$ cat src/hdl/ccsm_pkg.sv
// types, widths, chain code constants and helper functions of the chain code shape block
// no dependencies
`timescale 1ns / 1ps

package ccsm_pkg;

   localparam int COORD_W   = 12;
   localparam int DIR_W     = 3;
   localparam int SUM_W     = 27;
   localparam int SUMX_W    = SUM_W + 1;
   localparam int TERM_W    = 2 * COORD_W + 1;
   localparam int CTERM_W   = COORD_W + 3;
   localparam int CNT_W     = 13;
   localparam int CNT_FIELD_MAX = 8191;
   localparam int SCALE_W   = 16;
   localparam int PROD_P_W  = CNT_W + SCALE_W;
   localparam int PSUM_W    = PROD_P_W + 2;
   localparam int PERI_W    = 30;
   localparam int XY_W      = 2 * SCALE_W;
   localparam int MAG_W     = SUM_W;
   localparam int PROD_W    = MAG_W + XY_W;
   localparam int AREA_W    = PROD_W - 1;
   localparam int CSR_IDX_W = 2;
   localparam int Q_DEPTH   = 4;
   localparam int Q_PTR_W   = $clog2(Q_DEPTH);
   localparam int Q_CNT_W   = $clog2(Q_DEPTH + 1);

   localparam logic [PERI_W-1:0]  PERI_MAX       = {PERI_W{1'b1}};
   localparam logic [SCALE_W-1:0] X_SCALE_RESET  = 16'd256;
   localparam logic [SCALE_W-1:0] Y_SCALE_RESET  = 16'd256;
   localparam logic [SCALE_W-1:0] DIAG_SCALE_RESET = 16'd362;

   // configuration register indexes
   localparam logic [CSR_IDX_W-1:0] CSR_X_SCALE    = 2'd0;
   localparam logic [CSR_IDX_W-1:0] CSR_Y_SCALE    = 2'd1;
   localparam logic [CSR_IDX_W-1:0] CSR_DIAG_SCALE = 2'd2;

   // chain codes
   localparam logic [DIR_W-1:0] DIR_UL = 3'd0;
   localparam logic [DIR_W-1:0] DIR_U  = 3'd1;
   localparam logic [DIR_W-1:0] DIR_UR = 3'd2;
   localparam logic [DIR_W-1:0] DIR_R  = 3'd3;
   localparam logic [DIR_W-1:0] DIR_DR = 3'd4;
   localparam logic [DIR_W-1:0] DIR_D  = 3'd5;
   localparam logic [DIR_W-1:0] DIR_DL = 3'd6;
   localparam logic [DIR_W-1:0] DIR_L  = 3'd7;

   // one finished contour, handed from front to back
   typedef struct packed {
      logic signed [SUM_W-1:0]  chain;
      logic signed [SUM_W-1:0]  shoel;
      logic signed [TERM_W-1:0] close_term;
      logic [CNT_W-1:0]         horiz;
      logic [CNT_W-1:0]         vert;
      logic [CNT_W-1:0]         diag;
      logic                     sat;
   } contour_type;

   typedef struct packed {
      logic        push;
      contour_type entry;
   } push_type;

   // 2*y*dx + alfa for one step
   function automatic logic signed [CTERM_W-1:0] chain_term(input logic [DIR_W-1:0] dir,
                                                            input logic [COORD_W-1:0] y);
      logic signed [CTERM_W-1:0] y2;
      logic signed [CTERM_W-1:0] res;
      y2 = $signed({2'b00, y, 1'b0});
      case (dir)
         DIR_UL:  res = -y2 + CTERM_W'(1);
         DIR_U:   res = '0;
         DIR_UR:  res = y2 - CTERM_W'(1);
         DIR_R:   res = y2;
         DIR_DR:  res = y2 + CTERM_W'(1);
         DIR_D:   res = '0;
         DIR_DL:  res = -y2 - CTERM_W'(1);
         DIR_L:   res = -y2;
         default: res = '0;
      endcase
      return res;
   endfunction

   function automatic logic sum_ovf(input logic signed [SUMX_W-1:0] v);
      return v[SUMX_W-1] ^ v[SUMX_W-2];
   endfunction

   function automatic logic signed [SUM_W-1:0] clamp_sum(input logic signed [SUMX_W-1:0] v);
      logic signed [SUM_W-1:0] res;
      if (sum_ovf(v)) begin
         res = {v[SUMX_W-1], {(SUM_W-1){~v[SUMX_W-1]}}};
      end else begin
         res = v[SUM_W-1:0];
      end
      return res;
   endfunction

endpackage

$ cat src/hdl/ccsm_queue.sv
// short queue of finished contours between the front and the back part
// depends on ccsm_pkg
`timescale 1ns / 1ps

module ccsm_queue (
   input  logic                         clock,
   input  logic                         reset,
   input  ccsm_pkg::push_type           q_push,
   input  logic                         q_pop,
   output ccsm_pkg::contour_type        q_head,
   output logic                         q_empty,
   output logic [ccsm_pkg::Q_CNT_W-1:0] q_count
);
   import ccsm_pkg::*;

   contour_type        mem_ff [Q_DEPTH];
   logic [Q_PTR_W-1:0] wr_ptr_ff, wr_ptr_in, rd_ptr_ff, rd_ptr_in;
   logic [Q_CNT_W-1:0] count_ff, count_in;
   logic               do_pop;

   assign q_head  = mem_ff[rd_ptr_ff];
   assign q_empty = (count_ff == '0);
   assign q_count = count_ff;
   assign do_pop  = q_pop && !q_empty;

   always_comb begin
      wr_ptr_in = wr_ptr_ff;
      rd_ptr_in = rd_ptr_ff;
      count_in  = count_ff;
      if (q_push.push) begin
         wr_ptr_in = wr_ptr_ff + Q_PTR_W'(1);
      end
      if (do_pop) begin
         rd_ptr_in = rd_ptr_ff + Q_PTR_W'(1);
      end
      if (q_push.push && !do_pop) begin
         count_in = count_ff + Q_CNT_W'(1);
      end else if (!q_push.push && do_pop) begin
         count_in = count_ff - Q_CNT_W'(1);
      end
   end

   always_ff @(posedge clock) begin
      if (q_push.push) begin
         mem_ff[wr_ptr_ff] <= q_push.entry;
      end
      if (reset) begin
         wr_ptr_ff <= '0;
         rd_ptr_ff <= '0;
         count_ff  <= '0;
      end else begin
         wr_ptr_ff <= wr_ptr_in;
         rd_ptr_ff <= rd_ptr_in;
         count_ff  <= count_in;
      end
   end

endmodule

$ cat config.mk
export PLATFORM = sky130hd
export DESIGN_NAME = ccsm_queue
export DESIGN_NICKNAME = d
export VERILOG_FILES = /design/src/hdl/ccsm_pkg.sv /design/src/hdl/ccsm_queue.sv
export SDC_FILE = /design/constraint.sdc
export NUM_CORES = 1
export LEC_CHECK = 0
export BUFFER_PORTS_ARGS = -buffer_cell sky130_fd_sc_hd__buf_4
export CORE_ASPECT_RATIO = 1.25
export CORE_UTILIZATION = 50
export CTS_CLUSTER_DIAMETER = 60
export DETAILED_ROUTE_END_ITERATION = 7
export GPL_ROUTABILITY_DRIVEN = 0
export GPL_TIMING_DRIVEN = 0
export MAX_ROUTING_LAYER = met4
export PLACE_DENSITY = 0.7
export RECOVER_POWER = 100
export SYNTH_ARGS = -nofsm -noshare
export SYNTH_HDL_FRONTEND = slang
export SYNTH_SLANG_ARGS = --single-unit
$ cat constraint.sdc
create_clock -name clock -period 4.36 [get_ports clock]
set_clock_uncertainty 0.15 [all_clocks]
set_input_delay 0.654 -clock clock [delete_from_list [all_inputs] [get_ports clock]]
set_output_delay 0.654 -clock clock [all_outputs]
set_load 0.05 [all_outputs]
==> impl_results.md <==
- FF-to-FF path depth: 5
- Multi-input logic area: 2920 um2
- Cell Chain, Critical Path: clkbuf_1 > clkbuf_1 > mux4_2 > clkbuf_1
- Final Power: 13.4 mW
- EDFF count, synth: 476
- Via count: 7873
- XOR/XNOR Fraction of Synth Area: 0.247%
- Crit path max fanout: 10
- Critical path class: flip-flop to primary output
- Status: finished, violations left
- Maximum number of pins on one net before global-route repair: 58
- Cell Area, Synth: 17700 um2
- Max cap viols: 6
- Number of antenna violations at the first check in global routing: 3
- Leading area contributor after synthesis: edfxtp_1
- Wirelength per Cell: 22.3 um
- WHS Path Cells: 1
- Layout cell share with drive strength beyond 1: 24.4%
- #FFs+latches synth: 485
- Final Worst Setup Slack: 555 ps
- Async SR Flop Fraction: 0%
- Detail Placement HPWL: 20300 um
- Final Critical Period: 3800 ps
- R2R Path End: mem_ff[2][61]
- Clk buf depth: 3
- Mux contribution to synthesized area: 15.3%
- Max Freq: 0.263 GHz
- Clock-pin transition on the worst setup and hold timing paths: 60 ps
- Worst VDD drop: 0.551 mV
- Worst min-delay path class: input port to flip-flop
- Sink Count: 485
- Worst Tran Pin Value: 1930 ps
- Main combinational cell family by area after synthesis: multiplexers
- Synth cell count leaders: edfxtp_1, mux4_2, buf_2
- First-pass GRT wire length: 49300 um
- Syn. warnings: 0
- Slowest-stage cell, CP: clkbuf_1
- Levels on crit path: 4
- Failing checks: max-capacitance violations, max-slew violations
- Syn Area/Cell: 26.7 um2
- Clock insertion delay at the later pin of the skew report: 550 ps
- # fillers: 2579
- GRT Util Overall: 19.1%
- Post-synth top area share: 80.7%
- P_leak: 6.53 nW
- Routed Antenna Nets: 0
- CP bufs+invs: 3
- Setup violations, final: 0
- Cells after DPL: 1384
- Ranking of synthesized cells by area: edfxtp_1, mux4_2, buf_12
- Ys flop type: edfxtp_1
- DR pass1 iterations: 6
- Sequential fraction of the synthesis area: 81.8%
- Final Instance Count excl. Fillers: 1471
- Hold_ws: 204 ps
- Most frequent cell after synthesis: edfxtp_1
- Initial Utilization: 51.0%
- Finished Core Util: 60.3%
- Post-place setup slack: 1530 ps
- Core ar.: 34700 um2
- Vias in the first global route: 8463
- Crit path DAT: 3000 ps
- RSZ-0062 raised after global routing: no
- CP max stage delay: 690 ps
- Final WL: 32900 um
- Post-synthesis compound-gate area fraction: 0.148%
- Synth Area in Adders: 0.466%
- Initial detailed-routing violation count: 445
- Rel. slew slack: -29.0%
- Reg2Reg Setup Slack: 780 ps
- Syn_nets: 793
- Setup_tns: 0 ps
- Number of placed I/O pins: 246
- Crit. End Element: primary output
- PwrDens: 641 nW/um2
- Reg-to-Reg Start: wr_ptr_ff[0]
- Worst setup path endpoint: q_head[43]
- Die Area: 36200 um2
- Die Y: 212 um
- Fin. Hold Viols: 0
- Post-CTS setup buffer count: 0
- Simple-gate share of the synthesized area: 0.353%
- Fin area: 20900 um2
- Startpoint types: flip-flop
- Post-cts sizing count: 0
- Nets: 1093
- CTS tree: built
- GRT overflow: 0
- Period utilization: 87.3%
- Site row count: 76
- H-Tree Depth: 2
- Crit path top cell by count: clkbuf_1
- Dpl cell area: 20300 um2
- Syn-to-layout area delta: 18.3%
- Cell variety after synth: 21
- Clock root cell: clkbuf_16
- Number of port buffers: 244
- Drt drc: 0
- Cell count after synthesis: 664
- Clock buffer count from CTS: 46
- Critical path's top delay family: buffers and inverters
- Reg area: 14500 um2
- Vias per Instance: 5.35
- Hold buffer count at cts: 0
- Die width: 170 um
- Max-slew violation count: 293
- Req. time, crit path: 3560 ps
-- routing by layer --
layer	global-route usage (%)	vias up	share of wire (%)
li1	-	3482	-
met1	22.8	4124	39
met2	31.8	209	53
met3	4.58	58	5.8
met4	6.77	0	2.4
met5	-	-	0
-- how the worst min path moves through the flow --
stage,startpoint,end,slack [ps]
floorplan,rd_ptr_ff[1],flip-flop,330
global placement,rd_ptr_ff[0],rd_ptr_ff[0],360
detailed placement,rd_ptr_ff[0],flip-flop,370
CTS,q_push[6],mem_ff[0][6],110
global route,q_push[66],mem_ff[0][66],190
finish,q_push[66],mem_ff[0][66],200
-- cell families after synthesis --
| group | count (synthesis) |
|---|---|
| buf+inv | 30 |
| flops | 485 |
| simple gates | 13 |
| mux | 121 |
| xor+xnor | 5 |
| compound gates | 4 |
| fa+ha+maj | 6 |
-- layout by cell type (no fill, tap or decap) --
cell	n
a21oi_1	1
and2_0	4
buf_12	10
buf_16	3
buf_2	2
buf_4	42
buf_6	2
bufinv_16	4
clkbuf_1	227
clkbuf_16	49
clkbuf_2	5
clkinv_1	11
clkinv_2	5
clkinv_8	1
clkinvlp_4	1
dfxtp_1	9
diode_2	3
edfxtp_1	476
fa_1	1
ha_1	5
inv_1	3
inv_6	1
mux2i_1	2
mux4_2	119
nor2_1	7
nor3_1	1
o21ai_0	1
o311ai_0	1
o31ai_1	1
or3_1	1
xnor2_1	1
xor2_1	4
-- power by group --
group          total [mW]  switching, mW  internal [mW]
Sequential           5.44         0.0644           5.38
Combinational        4.08           2.74           1.34
Clock                3.91           1.62           2.29
Total                13.4           4.43           9.00
-- flip-flops by register name, summed over array words and instances (netlist names), named ones only --
register	count
wr_ptr_ff	2
rd_ptr_ff	2
q_count	3
mem_ff	476
-- final cells by class --
| class | instances | area share (%) |
|---|---|---|
| Tap cell | 468 | 2.80 |
| Clock inverter | 23 | 1.05 |
| Multi-Input combinational cell | 149 | 13.9 |
| Inverter | 3 | 0.0538 |
| Buffer | 27 | 1.34 |
| Antenna cell | 3 | 0.0358 |
| Clock buffer | 61 | 6.07 |
| Sequential cell | 485 | 69.1 |
| Timing Repair Buffer | 252 | 5.64 |
(Power assumes the default switching activity.)
