**config.mk**
```make
export PLATFORM = sky130hd
export DESIGN_NAME = ccsm_back
export DESIGN_NICKNAME = d
export VERILOG_FILES = /design/src/hdl/ccsm_pkg.sv /design/src/hdl/ccsm_back.sv
export SDC_FILE = /design/constraint.sdc
export NUM_CORES = 2
export LEC_CHECK = 0
export BUFFER_PORTS_ARGS = -buffer_cell sky130_fd_sc_hd__clkbuf_2
export CAP_MARGIN = 5
export CORE_ASPECT_RATIO = 1.1
export CORE_MARGIN = 1
export CORE_UTILIZATION = 45
export DETAILED_ROUTE_END_ITERATION = 8
export PLACE_DENSITY_LB_ADDON = 0.3
export SLEW_MARGIN = 20
export SYNTH_ARGS = -nofsm -noshare
export SYNTH_HDL_FRONTEND = slang
export SYNTH_SLANG_ARGS = --single-unit
```
**constraint.sdc**
```tcl
create_clock -name clock -period 54.9 [get_ports clock]
set_input_delay 5.49 -clock clock [delete_from_list [all_inputs] [get_ports clock]]
set_output_delay 5.49 -clock clock [all_outputs]
set_load 0.03 [all_outputs]
```
**src/hdl/ccsm_pkg.sv**
```systemverilog
// types, widths, chain code constants and helper functions of the chain code shape block
// no dependencies
`timescale 1ns / 1ps

package ccsm_pkg;

   localparam int COORD_W   = 12;
   localparam int DIR_W     = 3;
   localparam int SUM_W     = 27;
   localparam int SUMX_W    = SUM_W + 1;
   localparam int TERM_W    = 2 * COORD_W + 1;
   localparam int CTERM_W   = COORD_W + 3;
   localparam int CNT_W     = 13;
   localparam int CNT_FIELD_MAX = 8191;
   localparam int SCALE_W   = 16;
   localparam int PROD_P_W  = CNT_W + SCALE_W;
   localparam int PSUM_W    = PROD_P_W + 2;
   localparam int PERI_W    = 30;
   localparam int XY_W      = 2 * SCALE_W;
   localparam int MAG_W     = SUM_W;
   localparam int PROD_W    = MAG_W + XY_W;
   localparam int AREA_W    = PROD_W - 1;
   localparam int CSR_IDX_W = 2;
   localparam int Q_DEPTH   = 4;
   localparam int Q_PTR_W   = $clog2(Q_DEPTH);
   localparam int Q_CNT_W   = $clog2(Q_DEPTH + 1);

   localparam logic [PERI_W-1:0]  PERI_MAX       = {PERI_W{1'b1}};
   localparam logic [SCALE_W-1:0] X_SCALE_RESET  = 16'd256;
   localparam logic [SCALE_W-1:0] Y_SCALE_RESET  = 16'd256;
   localparam logic [SCALE_W-1:0] DIAG_SCALE_RESET = 16'd362;

   // configuration register indexes
   localparam logic [CSR_IDX_W-1:0] CSR_X_SCALE    = 2'd0;
   localparam logic [CSR_IDX_W-1:0] CSR_Y_SCALE    = 2'd1;
   localparam logic [CSR_IDX_W-1:0] CSR_DIAG_SCALE = 2'd2;

   // chain codes
   localparam logic [DIR_W-1:0] DIR_UL = 3'd0;
   localparam logic [DIR_W-1:0] DIR_U  = 3'd1;
   localparam logic [DIR_W-1:0] DIR_UR = 3'd2;
   localparam logic [DIR_W-1:0] DIR_R  = 3'd3;
   localparam logic [DIR_W-1:0] DIR_DR = 3'd4;
   localparam logic [DIR_W-1:0] DIR_D  = 3'd5;
   localparam logic [DIR_W-1:0] DIR_DL = 3'd6;
   localparam logic [DIR_W-1:0] DIR_L  = 3'd7;

   // one finished contour, handed from front to back
   typedef struct packed {
      logic signed [SUM_W-1:0]  chain;
      logic signed [SUM_W-1:0]  shoel;
      logic signed [TERM_W-1:0] close_term;
      logic [CNT_W-1:0]         horiz;
      logic [CNT_W-1:0]         vert;
      logic [CNT_W-1:0]         diag;
      logic                     sat;
   } contour_type;

   typedef struct packed {
      logic        push;
      contour_type entry;
   } push_type;

   // 2*y*dx + alfa for one step
   function automatic logic signed [CTERM_W-1:0] chain_term(input logic [DIR_W-1:0] dir,
                                                            input logic [COORD_W-1:0] y);
      logic signed [CTERM_W-1:0] y2;
      logic signed [CTERM_W-1:0] res;
      y2 = $signed({2'b00, y, 1'b0});
      case (dir)
         DIR_UL:  res = -y2 + CTERM_W'(1);
         DIR_U:   res = '0;
         DIR_UR:  res = y2 - CTERM_W'(1);
         DIR_R:   res = y2;
         DIR_DR:  res = y2 + CTERM_W'(1);
         DIR_D:   res = '0;
         DIR_DL:  res = -y2 - CTERM_W'(1);
         DIR_L:   res = -y2;
         default: res = '0;
      endcase
      return res;
   endfunction

   function automatic logic sum_ovf(input logic signed [SUMX_W-1:0] v);
      return v[SUMX_W-1] ^ v[SUMX_W-2];
   endfunction

   function automatic logic signed [SUM_W-1:0] clamp_sum(input logic signed [SUMX_W-1:0] v);
      logic signed [SUM_W-1:0] res;
      if (sum_ovf(v)) begin
         res = {v[SUMX_W-1], {(SUM_W-1){~v[SUMX_W-1]}}};
      end else begin
         res = v[SUM_W-1:0];
      end
      return res;
   endfunction

endpackage

```
**src/hdl/ccsm_back.sv**
```systemverilog
// back part: calibration registers, closing term, perimeter and area scaling, result register
// depends on ccsm_pkg
`timescale 1ns / 1ps

module ccsm_back (
   input  logic                                clock,
   input  logic                                reset,
   input  logic                                csr_write_en,
   input  logic [ccsm_pkg::CSR_IDX_W-1:0]      csr_index,
   input  logic [ccsm_pkg::SCALE_W-1:0]        csr_wdata,
   input  ccsm_pkg::contour_type               q_head,
   input  logic                                q_empty,
   output logic                                q_pop,
   output logic                                rsp_empty,
   input  logic                                rsp_pop,
   output logic signed [ccsm_pkg::SUM_W-1:0]   rsp_chain_area_x2,
   output logic signed [ccsm_pkg::SUM_W-1:0]   rsp_shoelace_area_x2,
   output logic [ccsm_pkg::CNT_W-1:0]          rsp_horizontal_steps,
   output logic [ccsm_pkg::CNT_W-1:0]          rsp_vertical_steps,
   output logic [ccsm_pkg::CNT_W-1:0]          rsp_diagonal_steps,
   output logic [ccsm_pkg::PERI_W-1:0]         rsp_scaled_perimeter,
   output logic signed [ccsm_pkg::AREA_W-1:0]  rsp_scaled_area,
   output logic                                rsp_saturated
);
   import ccsm_pkg::*;

   typedef enum logic [2:0] {
      ST_IDLE,
      ST_CLOSE,
      ST_ABS,
      ST_MUL,
      ST_RND,
      ST_OUT
   } state_type;

   state_type state_ff;

   logic [SCALE_W-1:0] x_scale_ff, y_scale_ff, diag_scale_ff;

   contour_type              e_ff;
   logic signed [SUM_W-1:0]  shoel_ff;
   logic                     sat_ff;
   logic [XY_W-1:0]          xy_ff;
   logic [PROD_P_W-1:0]      ph_ff, pv_ff, pd_ff;
   logic                     neg_ff;
   logic [MAG_W-1:0]         mag_ff;
   logic [PERI_W-1:0]        peri_ff;
   logic [PROD_W-1:0]        prod_ff;
   logic [AREA_W-1:0]        half_ff;
   logic                     out_valid_ff;

   logic signed [SUMX_W-1:0] close_sum;
   logic [PSUM_W-1:0]        psum;
   logic [PROD_W-1:0]        rnd;
   logic                     out_free;

   assign q_pop     = (state_ff == ST_IDLE) && !q_empty;
   assign rsp_empty = !out_valid_ff;
   assign out_free  = !out_valid_ff || rsp_pop;

   assign close_sum = SUMX_W'(e_ff.shoel) + SUMX_W'(e_ff.close_term);
   assign psum      = PSUM_W'(ph_ff) + PSUM_W'(pv_ff) + PSUM_W'(pd_ff);
   assign rnd       = prod_ff + PROD_W'(1);

   always_ff @(posedge clock) begin
      if (reset) begin
         x_scale_ff    <= X_SCALE_RESET;
         y_scale_ff    <= Y_SCALE_RESET;
         diag_scale_ff <= DIAG_SCALE_RESET;
      end else if (csr_write_en) begin
         case (csr_index)
            CSR_X_SCALE:    x_scale_ff    <= csr_wdata;
            CSR_Y_SCALE:    y_scale_ff    <= csr_wdata;
            CSR_DIAG_SCALE: diag_scale_ff <= csr_wdata;
            default:        ;
         endcase
      end
   end

   always_ff @(posedge clock) begin
      if (reset) begin
         state_ff     <= ST_IDLE;
         out_valid_ff <= 1'b0;
      end else begin
         // a new word replaces the one popped in the same cycle
         if (state_ff == ST_OUT && out_free) begin
            out_valid_ff <= 1'b1;
         end else if (rsp_pop) begin
            out_valid_ff <= 1'b0;
         end
         case (state_ff)
            ST_IDLE: begin
               if (!q_empty) begin
                  e_ff     <= q_head;
                  state_ff <= ST_CLOSE;
               end
            end
            ST_CLOSE: begin
               // closing term back to the first point
               shoel_ff <= clamp_sum(close_sum);
               sat_ff   <= e_ff.sat | sum_ovf(close_sum);
               xy_ff    <= x_scale_ff * y_scale_ff;
               ph_ff    <= e_ff.horiz * x_scale_ff;
               pv_ff    <= e_ff.vert * y_scale_ff;
               pd_ff    <= e_ff.diag * diag_scale_ff;
               state_ff <= ST_ABS;
            end
            ST_ABS: begin
               neg_ff <= shoel_ff[SUM_W-1];
               mag_ff <= shoel_ff[SUM_W-1] ? MAG_W'(-shoel_ff) : MAG_W'(shoel_ff);
               if (psum > PSUM_W'(PERI_MAX)) begin
                  peri_ff <= PERI_MAX;
                  sat_ff  <= 1'b1;
               end else begin
                  peri_ff <= psum[PERI_W-1:0];
               end
               state_ff <= ST_MUL;
            end
            ST_MUL: begin
               prod_ff  <= mag_ff * xy_ff;
               state_ff <= ST_RND;
            end
            ST_RND: begin
               // halving rounds half away from zero on the magnitude
               half_ff  <= rnd[PROD_W-1:1];
               state_ff <= ST_OUT;
            end
            ST_OUT: begin
               if (out_free) begin
                  rsp_chain_area_x2    <= e_ff.chain;
                  rsp_shoelace_area_x2 <= shoel_ff;
                  rsp_horizontal_steps <= e_ff.horiz;
                  rsp_vertical_steps   <= e_ff.vert;
                  rsp_diagonal_steps   <= e_ff.diag;
                  rsp_scaled_perimeter <= peri_ff;
                  rsp_scaled_area      <= neg_ff ? -$signed(half_ff) : $signed(half_ff);
                  rsp_saturated        <= sat_ff;
                  state_ff             <= ST_IDLE;
               end
            end
            default: begin
               state_ff <= ST_IDLE;
            end
         endcase
      end
   end

endmodule

```
==> results.sh <==
export IMPL_status="finished clean"
export IMPL_cts_tree="built"
export IMPL_yosys_register_bits=675
export IMPL_worst_slew_pin_slew_ps=1090
export IMPL_critPathMaxStageDelay_ps=340
export IMPL_rsz0062_at_grt="no"
export IMPL_dieArea_um2=183000
export IMPL_synth_main_ff_cell="edfxtp_1"
export IMPL_die_w_um=408
export IMPL_viasPerCell=5.27
export IMPL_fmax_mhz=85.2
export IMPL_finalSetupViolations=0
export IMPL_drc_errors=0
export IMPL_synthArstFlopShare_pct=0
export IMPL_peakVddDrop_mv=0.150
export IMPL_p_comb_share_pct=71.6
export IMPL_fin_crit_ps=11740
export IMPL_min_to="rsp_scaled_perimeter[28]"
export IMPL_clkPwrFrac_pct=11.4
export IMPL_sequentialPowerShare_pct=17.0
export IMPL_finalSetupTns_ps=0
export IMPL_switchingPower_mw=2.25
export IMPL_drive_gt1_share_pct=7.71
export IMPL_gr_total_overflow=0
export IMPL_port_buffers=325
export IMPL_netlist_area_um2=81800
export IMPL_path_delay_family="simple AND/OR/NAND/NOR gates"
export IMPL_reg2reg_depth=26
export IMPL_placed_cell_area_um2=85900
export IMPL_worstReg2RegEnd="prod_ff[57]"
export IMPL_worstPathRequired_ps=49410
export IMPL_crit_path_cell_trace="clkbuf_2 -> or3_1 -> nor2_1 -> clkbuf_2"
export IMPL_cts_root_buf="clkbuf_16"
export IMPL_syn_area_per_cell_um2=10.2
export IMPL_vias=56130
export IMPL_clock_sinks=675
export IMPL_cts_hold_buf=0
export IMPL_worst_hold_path_type="flop to flop"
export IMPL_clk_pin_slew_worst_paths_ps=70
export IMPL_rr_startpoint="mag_ff[3]"
export IMPL_first_iter_violations=3372
export IMPL_fin_crit_sh_pct=21.4
export IMPL_synthTopCellsByArea="fa_1, edfxtp_1, ha_1, inv_1, nand2_1"
export IMPL_grt_pass1_vias=60480
export IMPL_synth_edf_count=623
export IMPL_synth_top_area_share_pct=35.2
export IMPL_wl_per_cell_um=19.4
export IMPL_synth_cell_types=93
export IMPL_ant_nets=0
export IMPL_cp_common_cell="clkbuf_2"
export IMPL_hold_path_depth=0
export IMPL_critPathCaptureType="output pin"
export IMPL_cp_slowest_cell="or3_1"
export IMPL_num_io_pins=326
export IMPL_fin_skew_ps=52.8
export IMPL_r2r_slack_ps=46770
export IMPL_grt_max_degree=71
export IMPL_hold_viol=0
export IMPL_start_util_pct=45.5
export IMPL_synth_seq_area_share_pct=24.1
export IMPL_nNetsFinal=10366
export IMPL_die_y_um=449
export IMPL_dp_hpwl_mm=156
export IMPL_utilization_pct=49.2
export IMPL_cp_data_arrival_time_ps=6250
export IMPL_cts_buffers=77
export IMPL_p_int_mw=2.37
export IMPL_crit_type="input port to output pin"
export IMPL_yosysWarnings=0
export IMPL_post_cts_resized=0
export IMPL_area_growth_pct=8.30
export IMPL_cp_start_kind="input port"
export IMPL_preCtsSetupSlack_ps=43160
export IMPL_worstHoldStart="peri_ff[28]"
export IMPL_drt_total_wl_mm=206
export IMPL_gp_congestion=0.875
export IMPL_drt_pass1_iterations=5
export IMPL_n_fill_cell=16387
export IMPL_swShare_pct=48.8
export IMPL_globalRouteTotalUtil_pct=22.9
export IMPL_critPathBufInv=2
export IMPL_clkLatencyLatePin_ps=720
export IMPL_max_slew_margin_pct=27.4
export IMPL_setup_ws_ps=43160
export IMPL_grt_pass1_wl_mm=329
export IMPL_design_area_um2=88600
export IMPL_synth_nets=10202
export IMPL_postCtsSetupBuffers=0
export IMPL_cap_violations=0
export IMPL_synth_top_cell_by_area="fa_1"
export IMPL_power_per_cell_area_nw_per_um2=52.2
export IMPL_crit_fanout=2
export IMPL_p_leak_nw=41.1
export IMPL_slew_viol_final=0
export IMPL_core_area_um2=180000
export IMPL_synth_cells=8042
export IMPL_clockBufferDepth=3
export IMPL_h_tree_depth=3
export IMPL_antenna_found_initial=4
export IMPL_placementRows=163
## cell type report
cell class,instances,area (um^2),share of cell area (%)
Antenna cell,2,5.00,0.00565
Clock buffer,92,1980,2.24
Clock inverter,47,577,0.651
Inverter,1561,5860,6.62
Multi-Input combinational cell,5451,54900,62.0
Sequential cell,675,19700,22.3
Tap cell,2392,2990,3.38
Timing Repair Buffer,440,2530,2.86
## how the worst max path moves through the flow
stage | start | end | slack [ps] | cells past startpoint
floorplan | reset | sat_ff | 32410 | 3
global placement | q_empty | q_pop | 43110 | 4
detailed placement | q_empty | q_pop | 43160 | 4
CTS | q_empty | q_pop | 43160 | 4
global route | q_empty | q_pop | 43110 | 4
finish | q_empty | q_pop | 43160 | 4
## per-stage QoR
stage	cells	hold slack, ps	power [mW]
after floorplan	8042	400	3.15
after global placement	10517	400	4.01
after detailed placement	10517	405	4.06
after CTS	10656	414	4.61
after global routing	10659	418	5.00
final	10660	410	4.62
## placed cells by master (no fill, tap or decap), types with 26 or more instances in the layout
master and instances:
o21a_1 28, inv_1 1561, nand2b_1 26, xnor2_1 226
fa_1 1436, ha_1 582, nor2_1 120, clkbuf_16 77
a21oi_1 220, and2_1 661, clkbuf_2 325, nand3_1 60
edfxtp_1 623, nor2b_1 26, buf_4 113, dfxtp_1 52
o21ai_0 101, nor3_1 41, xor2_1 110, a21o_1 94
and3_1 35, nand2_1 1378
## layer usage
| metal | up-vias | share of wire (%) | global-route usage, % |
|---|---|---|---|
| met2 | 1756 | 51 | 40.8 |
| met5 | - | 0.022 | 0 |
| met1 | 28910 | 39 | 27.8 |
| met3 | 444 | 5.8 | 3.55 |
| li1 | 25014 | - | - |
| met4 | 6 | 4.1 | 8.36 |
## power by group through the flow
stage	clock [mW]	combinational (mW)	sequential [mW]
after floorplan	0	2.37	0.785
after global placement	0	3.22	0.795
after detailed placement	0	3.27	0.796
after CTS	0.539	3.29	0.785
after global routing	0.556	3.65	0.788
final	0.525	3.31	0.785
## worst reg2reg max path: stages (launching register included)
cell      delay (ps)
edfxtp_1         320
buf_4            400
nand2_1          190
fa_1             560
inv_1             60
fa_1             530
inv_1             60
fa_1             500
fa_1             560
inv_1             70
fa_1             500
fa_1             490
inv_1             50
fa_1             510
inv_1             60
ha_1             340
a21o_1           200
a21o_1           170
a221oi_1         550
o21ai_0          230
nand3_1          130
o211ai_1          90
a41o_1           320
a32oi_2          370
o31ai_1          180
o41ai_2          300
xnor2_1          110
## cells by family after synthesis
group                    Yosys count  share of synthesized area (%)
buffers and inverters           1916                           8.82
flip-flops                       675                           24.1
XOR/XNOR                         337                           3.63
AND/OR/NAND/NOR                 2473                           14.4
AO/OA/AOI/OAI                    618                           4.90
multiplexers                       2                         0.0260
adder cells (fa/ha/maj)         2021                           44.1
## synthesized netlist by cell type (52+ instances only)
cell,count
dfxtp_1,52
xor2_1,110
inv_1,1561
o21ai_0,101
fa_1,1436
nand3_1,60
a21o_1,94
nor2_1,120
ha_1,582
nand2_1,1378
and2_1,661
clkbuf_1,344
xnor2_1,226
a21oi_1,221
edfxtp_1,623
## sequential cells by signal, summed over array words and instances (netlist names), 29 cells and up
signal and cells:
e_ff 119, prod_ff 59, half_ff 58, rsp_scaled_area 58, xy_ff 32, peri_ff 30
rsp_scaled_perimeter 30, pd_ff 29, ph_ff 29, pv_ff 29
Power figures use the tool's default switching activity.
