## src/hdl/ccsm_pkg.sv

```systemverilog
// types, widths, chain code constants and helper functions of the chain code shape block
// no dependencies
`timescale 1ns / 1ps

package ccsm_pkg;

   localparam int COORD_W   = 12;
   localparam int DIR_W     = 3;
   localparam int SUM_W     = 27;
   localparam int SUMX_W    = SUM_W + 1;
   localparam int TERM_W    = 2 * COORD_W + 1;
   localparam int CTERM_W   = COORD_W + 3;
   localparam int CNT_W     = 13;
   localparam int CNT_FIELD_MAX = 8191;
   localparam int SCALE_W   = 16;
   localparam int PROD_P_W  = CNT_W + SCALE_W;
   localparam int PSUM_W    = PROD_P_W + 2;
   localparam int PERI_W    = 30;
   localparam int XY_W      = 2 * SCALE_W;
   localparam int MAG_W     = SUM_W;
   localparam int PROD_W    = MAG_W + XY_W;
   localparam int AREA_W    = PROD_W - 1;
   localparam int CSR_IDX_W = 2;
   localparam int Q_DEPTH   = 4;
   localparam int Q_PTR_W   = $clog2(Q_DEPTH);
   localparam int Q_CNT_W   = $clog2(Q_DEPTH + 1);

   localparam logic [PERI_W-1:0]  PERI_MAX       = {PERI_W{1'b1}};
   localparam logic [SCALE_W-1:0] X_SCALE_RESET  = 16'd256;
   localparam logic [SCALE_W-1:0] Y_SCALE_RESET  = 16'd256;
   localparam logic [SCALE_W-1:0] DIAG_SCALE_RESET = 16'd362;

   // configuration register indexes
   localparam logic [CSR_IDX_W-1:0] CSR_X_SCALE    = 2'd0;
   localparam logic [CSR_IDX_W-1:0] CSR_Y_SCALE    = 2'd1;
   localparam logic [CSR_IDX_W-1:0] CSR_DIAG_SCALE = 2'd2;

   // chain codes
   localparam logic [DIR_W-1:0] DIR_UL = 3'd0;
   localparam logic [DIR_W-1:0] DIR_U  = 3'd1;
   localparam logic [DIR_W-1:0] DIR_UR = 3'd2;
   localparam logic [DIR_W-1:0] DIR_R  = 3'd3;
   localparam logic [DIR_W-1:0] DIR_DR = 3'd4;
   localparam logic [DIR_W-1:0] DIR_D  = 3'd5;
   localparam logic [DIR_W-1:0] DIR_DL = 3'd6;
   localparam logic [DIR_W-1:0] DIR_L  = 3'd7;

   // one finished contour, handed from front to back
   typedef struct packed {
      logic signed [SUM_W-1:0]  chain;
      logic signed [SUM_W-1:0]  shoel;
      logic signed [TERM_W-1:0] close_term;
      logic [CNT_W-1:0]         horiz;
      logic [CNT_W-1:0]         vert;
      logic [CNT_W-1:0]         diag;
      logic                     sat;
   } contour_type;

   typedef struct packed {
      logic        push;
      contour_type entry;
   } push_type;

   // 2*y*dx + alfa for one step
   function automatic logic signed [CTERM_W-1:0] chain_term(input logic [DIR_W-1:0] dir,
                                                            input logic [COORD_W-1:0] y);
      logic signed [CTERM_W-1:0] y2;
      logic signed [CTERM_W-1:0] res;
      y2 = $signed({2'b00, y, 1'b0});
      case (dir)
         DIR_UL:  res = -y2 + CTERM_W'(1);
         DIR_U:   res = '0;
         DIR_UR:  res = y2 - CTERM_W'(1);
         DIR_R:   res = y2;
         DIR_DR:  res = y2 + CTERM_W'(1);
         DIR_D:   res = '0;
         DIR_DL:  res = -y2 - CTERM_W'(1);
         DIR_L:   res = -y2;
         default: res = '0;
      endcase
      return res;
   endfunction

   function automatic logic sum_ovf(input logic signed [SUMX_W-1:0] v);
      return v[SUMX_W-1] ^ v[SUMX_W-2];
   endfunction

   function automatic logic signed [SUM_W-1:0] clamp_sum(input logic signed [SUMX_W-1:0] v);
      logic signed [SUM_W-1:0] res;
      if (sum_ovf(v)) begin
         res = {v[SUMX_W-1], {(SUM_W-1){~v[SUMX_W-1]}}};
      end else begin
         res = v[SUM_W-1:0];
      end
      return res;
   endfunction

endpackage

```

## src/hdl/ccsm_front.sv

```systemverilog
// front part: accepts boundary points, forms the per-point terms and keeps the running sums
// depends on ccsm_pkg
`timescale 1ns / 1ps

module ccsm_front #(
   parameter int MAX_POINTS = 4096,
   parameter int COORD_BITS = 12
) (
   input  logic                             clock,
   input  logic                             reset,
   input  logic                             req_push,
   output logic                             req_full,
   input  logic [ccsm_pkg::COORD_W-1:0]     req_pos_x,
   input  logic [ccsm_pkg::COORD_W-1:0]     req_pos_y,
   input  logic [ccsm_pkg::DIR_W-1:0]       req_step_dir,
   input  logic                             req_is_last,
   input  logic [ccsm_pkg::Q_CNT_W-1:0]     q_count,
   output ccsm_pkg::push_type               q_push
);
   import ccsm_pkg::*;

   localparam logic [31:0] MaskWide = (32'd1 << COORD_BITS) - 32'd1;
   localparam logic [COORD_W-1:0] CoordMask = MaskWide[COORD_W-1:0];
   localparam int CapInt = (MAX_POINTS < CNT_FIELD_MAX) ? MAX_POINTS : CNT_FIELD_MAX;
   localparam logic [CNT_W-1:0] CountCap = CNT_W'(CapInt);

   logic                 accept;
   logic [COORD_W-1:0]   px, py, fx_sel, fy_sel;
   logic [2*COORD_W-1:0] pa, pb, pc, pd;

   // point tracking, updated on accept
   logic [COORD_W-1:0]   first_x_ff, first_x_in, first_y_ff, first_y_in;
   logic [COORD_W-1:0]   prev_x_ff, prev_x_in, prev_y_ff, prev_y_in;
   logic                 awaiting_ff, awaiting_in;

   // stage a: one point with its terms
   logic                      a_valid_ff, a_valid_in;
   logic                      a_first_ff, a_first_in;
   logic                      a_last_ff, a_last_in;
   logic [DIR_W-1:0]          a_dir_ff, a_dir_in;
   logic signed [CTERM_W-1:0] a_cterm_ff, a_cterm_in;
   logic signed [TERM_W-1:0]  a_t1_ff, a_t1_in;
   logic signed [TERM_W-1:0]  a_tc_ff, a_tc_in;

   // running sums
   logic signed [SUM_W-1:0]  chain_ff, chain_in, shoel_ff, shoel_in;
   logic [CNT_W-1:0]         horiz_ff, horiz_in, vert_ff, vert_in, diag_ff, diag_in;
   logic                     sat_ff, sat_in;

   logic signed [SUMX_W-1:0] chain_sum, shoel_sum;
   logic signed [SUM_W-1:0]  chain_new, shoel_new;
   logic [CNT_W-1:0]         horiz_new, vert_new, diag_new;
   logic                     sat_new;
   logic [Q_CNT_W-1:0]       q_need;

   // a last point still in stage a takes a queue slot on the next edge
   assign q_need   = q_count + Q_CNT_W'(a_valid_ff && a_last_ff);
   assign req_full = (q_need >= Q_CNT_W'(Q_DEPTH));
   assign accept   = req_push && !req_full;

   always_comb begin
      px     = req_pos_x & CoordMask;
      py     = req_pos_y & CoordMask;
      fx_sel = awaiting_ff ? px : first_x_ff;
      fy_sel = awaiting_ff ? py : first_y_ff;
      pa     = prev_y_ff * px;
      pb     = prev_x_ff * py;
      pc     = py * fx_sel;
      pd     = px * fy_sel;

      a_valid_in = accept;
      a_first_in = awaiting_ff;
      a_last_in  = req_is_last;
      a_dir_in   = req_step_dir;
      a_cterm_in = chain_term(req_step_dir, py);
      a_t1_in    = $signed({1'b0, pa}) - $signed({1'b0, pb});
      a_tc_in    = $signed({1'b0, pc}) - $signed({1'b0, pd});

      first_x_in  = first_x_ff;
      first_y_in  = first_y_ff;
      prev_x_in   = prev_x_ff;
      prev_y_in   = prev_y_ff;
      awaiting_in = awaiting_ff;
      if (accept) begin
         prev_x_in = px;
         prev_y_in = py;
         if (awaiting_ff) begin
            first_x_in = px;
            first_y_in = py;
         end
         awaiting_in = req_is_last;
      end
   end

   always_comb begin
      chain_sum = SUMX_W'(chain_ff) + SUMX_W'(a_cterm_ff);
      shoel_sum = SUMX_W'(shoel_ff) + SUMX_W'(a_t1_ff);
      sat_new   = sat_ff | sum_ovf(chain_sum);
      chain_new = clamp_sum(chain_sum);
      shoel_new = shoel_ff;
      if (!a_first_ff) begin
         shoel_new = clamp_sum(shoel_sum);
         sat_new   = sat_new | sum_ovf(shoel_sum);
      end

      horiz_new = horiz_ff;
      vert_new  = vert_ff;
      diag_new  = diag_ff;
      if (a_dir_ff == DIR_R || a_dir_ff == DIR_L) begin
         if (horiz_ff >= CountCap) begin
            horiz_new = CountCap;
            sat_new   = 1'b1;
         end else begin
            horiz_new = horiz_ff + CNT_W'(1);
         end
      end else if (a_dir_ff == DIR_U || a_dir_ff == DIR_D) begin
         if (vert_ff >= CountCap) begin
            vert_new = CountCap;
            sat_new  = 1'b1;
         end else begin
            vert_new = vert_ff + CNT_W'(1);
         end
      end else begin
         if (diag_ff >= CountCap) begin
            diag_new = CountCap;
            sat_new  = 1'b1;
         end else begin
            diag_new = diag_ff + CNT_W'(1);
         end
      end

      q_push.push             = a_valid_ff && a_last_ff;
      q_push.entry.chain      = chain_new;
      q_push.entry.shoel      = shoel_new;
      q_push.entry.close_term = a_tc_ff;
      q_push.entry.horiz      = horiz_new;
      q_push.entry.vert       = vert_new;
      q_push.entry.diag       = diag_new;
      q_push.entry.sat        = sat_new;

      chain_in = chain_ff;
      shoel_in = shoel_ff;
      horiz_in = horiz_ff;
      vert_in  = vert_ff;
      diag_in  = diag_ff;
      sat_in   = sat_ff;
      if (a_valid_ff) begin
         if (a_last_ff) begin
            // contour handed off, start clean
            chain_in = '0;
            shoel_in = '0;
            horiz_in = '0;
            vert_in  = '0;
            diag_in  = '0;
            sat_in   = 1'b0;
         end else begin
            chain_in = chain_new;
            shoel_in = shoel_new;
            horiz_in = horiz_new;
            vert_in  = vert_new;
            diag_in  = diag_new;
            sat_in   = sat_new;
         end
      end
   end

   always_ff @(posedge clock) begin
      a_first_ff <= a_first_in;
      a_last_ff  <= a_last_in;
      a_dir_ff   <= a_dir_in;
      a_cterm_ff <= a_cterm_in;
      a_t1_ff    <= a_t1_in;
      a_tc_ff    <= a_tc_in;
      if (reset) begin
         a_valid_ff  <= 1'b0;
         awaiting_ff <= 1'b1;
         first_x_ff  <= '0;
         first_y_ff  <= '0;
         prev_x_ff   <= '0;
         prev_y_ff   <= '0;
         chain_ff    <= '0;
         shoel_ff    <= '0;
         horiz_ff    <= '0;
         vert_ff     <= '0;
         diag_ff     <= '0;
         sat_ff      <= 1'b0;
      end else begin
         a_valid_ff  <= a_valid_in;
         awaiting_ff <= awaiting_in;
         first_x_ff  <= first_x_in;
         first_y_ff  <= first_y_in;
         prev_x_ff   <= prev_x_in;
         prev_y_ff   <= prev_y_in;
         chain_ff    <= chain_in;
         shoel_ff    <= shoel_in;
         horiz_ff    <= horiz_in;
         vert_ff     <= vert_in;
         diag_ff     <= diag_in;
         sat_ff      <= sat_in;
      end
   end

endmodule

```

## config.mk

```make
export PLATFORM = sky130hd
export DESIGN_NAME = ccsm_front
export DESIGN_NICKNAME = d
export VERILOG_FILES = /design/src/hdl/ccsm_pkg.sv /design/src/hdl/ccsm_front.sv
export SDC_FILE = /design/constraint.sdc
export NUM_CORES = 2
export LEC_CHECK = 0
export BUFFER_PORTS_ARGS = -buffer_cell sky130_fd_sc_hd__buf_2
export CELL_PAD_IN_SITES_DETAIL_PLACEMENT = 0
export CELL_PAD_IN_SITES_GLOBAL_PLACEMENT = 1
export CORE_MARGIN = 5
export CORE_UTILIZATION = 40
export CTS_CLUSTER_SIZE = 30
export DETAILED_ROUTE_END_ITERATION = 6
export PLACE_DENSITY = 0.68
export SETUP_SLACK_MARGIN = 0.1
export SYNTH_ARGS = -nofsm -noshare
export SYNTH_HDL_FRONTEND = slang
export SYNTH_SLANG_ARGS = --single-unit
```

## constraint.sdc

```tcl
create_clock -name clock -period 8.2 [get_ports clock]
set_clock_uncertainty 0.05 [all_clocks]
set_input_delay 0.82 -clock clock [delete_from_list [all_inputs] [get_ports clock]]
set_output_delay 0.82 -clock clock [all_outputs]
set_load 0.005 [all_outputs]
```

==> reports/results.ini <==
[setup_path]
cp_num_buf_inv=5
arrival_ns=7.93
critical_path.reg2reg.endpoint=a_tc_ff[23]
regToRegSetupSlack_ns=0.74
reg2reg_depth=24
critPathCaptureType=register
critPathMaxFanout=30
max_stage_delay_ns=0.60
crit_path_cell_trace=buf_12 -> mux2_2 -> and2_1 -> fa_1 -> inv_1 -> fa_1 -> inv_1 -> fa_1 -> fa_1 -> fa_1 -> fa_1 -> inv_1 -> fa_1 -> inv_1 -> ha_1 -> a21oi_1 -> o21bai_1 -> a21o_1 -> nand3_1 -> o311ai_0 -> o41ai_1 -> o21ai_0 -> o211ai_1 -> xnor2_1
critPathTopFamily=adder cells
critPathKind=reg2reg
cp_common_cell=fa_1
crit_slowest_cell=fa_1
r2r_start=a_first_in
cp.required_ns=8.67
cp-start-kind=register

[die]
io_pins=155
core-area_um2=78700
start_util_pct=40.3
dieArea_um2=85000
die_y_um=292
die_w_um=292
rows=103

[detailed_routing]
wl_mm=85.4
viasPerCell=5.06
drtAntennaViolNets=0
wl_per_cell_um=17.6
drt_iter0_drc=1168
num_vias=24500
drc=0
first_pass_iters=5

[yosys]
ys_seq_area_share_pct=13.4
async_reset_ff_share_pct=0
ys.flop_type=dfxtp_1
synth.distinct_cells=72
syn_area_um2=31700
syn_nets=4534
synth_area_per_cell_um2=8.52
ys_seq_elements=213
synth_edf_count=0
yosys_warnings=0
syn_inst=3722

[timing]
timing.final.crit_share_pct=90.9
rsz0062_at_grt=false
setup_viol=0
min_period_ns=7.46
final_hold_viol_count=0
worst_pin_slew_ns=1.08
maxSlewViolCount=0
setup_tns_ns=0
fmax_mhz=134
slew_headroom_pct=27.9

[worst_hold_path]
holdCritPathClass=in2reg
whs_path_depth=1
min_from=req_is_last
whs_endpoint=a_last_ff

[clock_tree]
htree_levels=1
root_buffer=clkbuf_16
clk_latency_ns=0.61
clkTransAtPathRegs_ns=0.05
max-clock-path-buffers=3
holdBufCountCts=0
cts_setup_buffers=0
ctsResizeCount=0
cts_sinks=213
cts-buffers-inserted=31
cts_tree=built

[finish]
final_cell_mix=inv_1, fa_1, nand2_1
design.final.nets=4580
final_common_cell=inv_1
areaGrowthSynthToFinish_pct=9.12
drive_gt1_share_pct=8.30

[status]
status=finished, final reports clean

[grt]
overflow=0
antenna_found_initial=1
grtUsageTotal_pct=20.1
grt_pass1_wl_mm=139
grt_max_degree=62
grt_pass1_vias=25200

[placement]
gp_congestion=0.841
dp_hpwl_mm=66.7
io_buffers=154

[job]
drv_cap=0

==> worst max path at each step <==
stage	from	to	slack (ns)	cells after the start
2_1_floorplan	a_first_in	a_tc_ff[23]	0.86	27
3_3_place_gp	req_pos_x[0]	a_tc_ff[23]	0.37	25
3_5_place_dp	req_pos_x[0]	a_tc_ff[23]	0.42	25
4_1_cts	a_first_in	a_tc_ff[23]	0.73	24
5_1_grt	a_first_in	a_tc_ff[23]	0.26	24
6_report	a_first_in	a_tc_ff[23]	0.74	24
==> layout make-up <==
class | count | area (um^2)
multi-input combinational | 2687 | 24400
clock buffer | 40 | 880
clock inverter | 18 | 205
sequential | 213 | 4260
fill | 7978 | 44100
timing repair buffer | 214 | 1240
tap | 1050 | 1310
inverter | 621 | 2330
antenna | 3 | 7.51
==> metrics by stage <==
stage	cells	area, um^2	utilization [%]	hold slack [ns]	setup slack [ns]
after floorplan	3722	31700	-	0.313	0.861
after global placement	4785	33500	42.6	0.404	0.366
after detailed placement	4785	33500	42.6	0.408	0.420
after CTS	4843	34600	43.9	0.300	0.732
after global routing	4844	34600	43.9	0.315	0.257
final	4846	34600	43.9	0.345	0.742
==> routing by layer <==
| layer | vias up | wire length [um] | global-route usage (%) |
|---|---|---|---|
| met3 | 91 | 3590 | 2.42 |
| li1 | 11800 | - | - |
| met4 | 0 | 1810 | 4.27 |
| met2 | 429 | 39500 | 33.1 |
| met1 | 12200 | 40400 | 28.6 |
| met5 | - | 0 | 0 |
==> cells in the mapped netlist (3+ instances only) <==
cell type    n  share of area (%)
fa_1       495                 31
inv_1      618                7.3
a221o_1     11               0.35
a21o_1      43                1.0
xnor2_1     69                1.9
nor2_1     197                2.3
o211a_1      5               0.16
and2_1     248                4.9
and3_1      19               0.37
nand3_1     37               0.58
o221ai_1     4               0.11
buf_2        3              0.047
nor4_1       6               0.12
or3_1       29               0.57
a31oi_1     13               0.26
o21bai_1    13               0.31
a2111oi_0    3              0.083
nand3b_1     6               0.14
nor3_1      52               0.82
a21boi_0     3              0.071
xor2_1      61                1.7
ha_1       283                 11
mux2i_1     21               0.66
o21a_1      18               0.43
o211ai_1    10               0.24
a221oi_1     5               0.14
o21ai_0    135                2.1
nand2b_1    34               0.67
a211oi_1    28               0.66
a31o_2       5               0.14
mux2_2      22               0.78
or2_2        6               0.12
buf_1       11               0.13
a2bb2oi_1    8               0.22
dfxtp_1    213                 13
nand2_1    420                5.0
a211o_1     18               0.50
a21oi_1    162                2.6
a22o_1      17               0.47
nand4_1     16               0.32
clkbuf_1   186                2.2
nor2b_1    114                2.2
o22ai_1      8               0.16
o31ai_1      9               0.21
==> flip-flops by register name, indices dropped and copies added, names as in the netlist <==
name        flops
a_dir_ff        2
a_first_in      1
horiz_ff       13
prev_y_ff      12
prev_x_ff      12
a_tc_ff        25
sat_ff          1
a_valid_ff      1
a_first_ff      1
a_t1_ff        25
a_last_ff       1
diag_ff        13
vert_ff        13
shoel_ff       27
first_y_ff     12
a_cterm_ff     15
first_x_ff     12
chain_ff       27
==> kinds of logic (layout without fill, tap and decap cells) <==
family                     count (synthesis)  in the layout  synth area share, %
AOI/OAI and AO/OA                        538            538                 10.8
xor gates and xnor gates                 130            130                 3.59
adders and majority gates                779            779                 42.4
buffers and inverters                    822            893                 9.75
DFF                                      213            213                 13.4
muxes                                     43             43                 1.44
other                                      0              3                    0
and+or+nand+nor                         1197           1197                 18.5
Power is left out: the tool's default activity adds up to more than one toggle a clock period on the data nets, which glitch-free logic cannot reach.
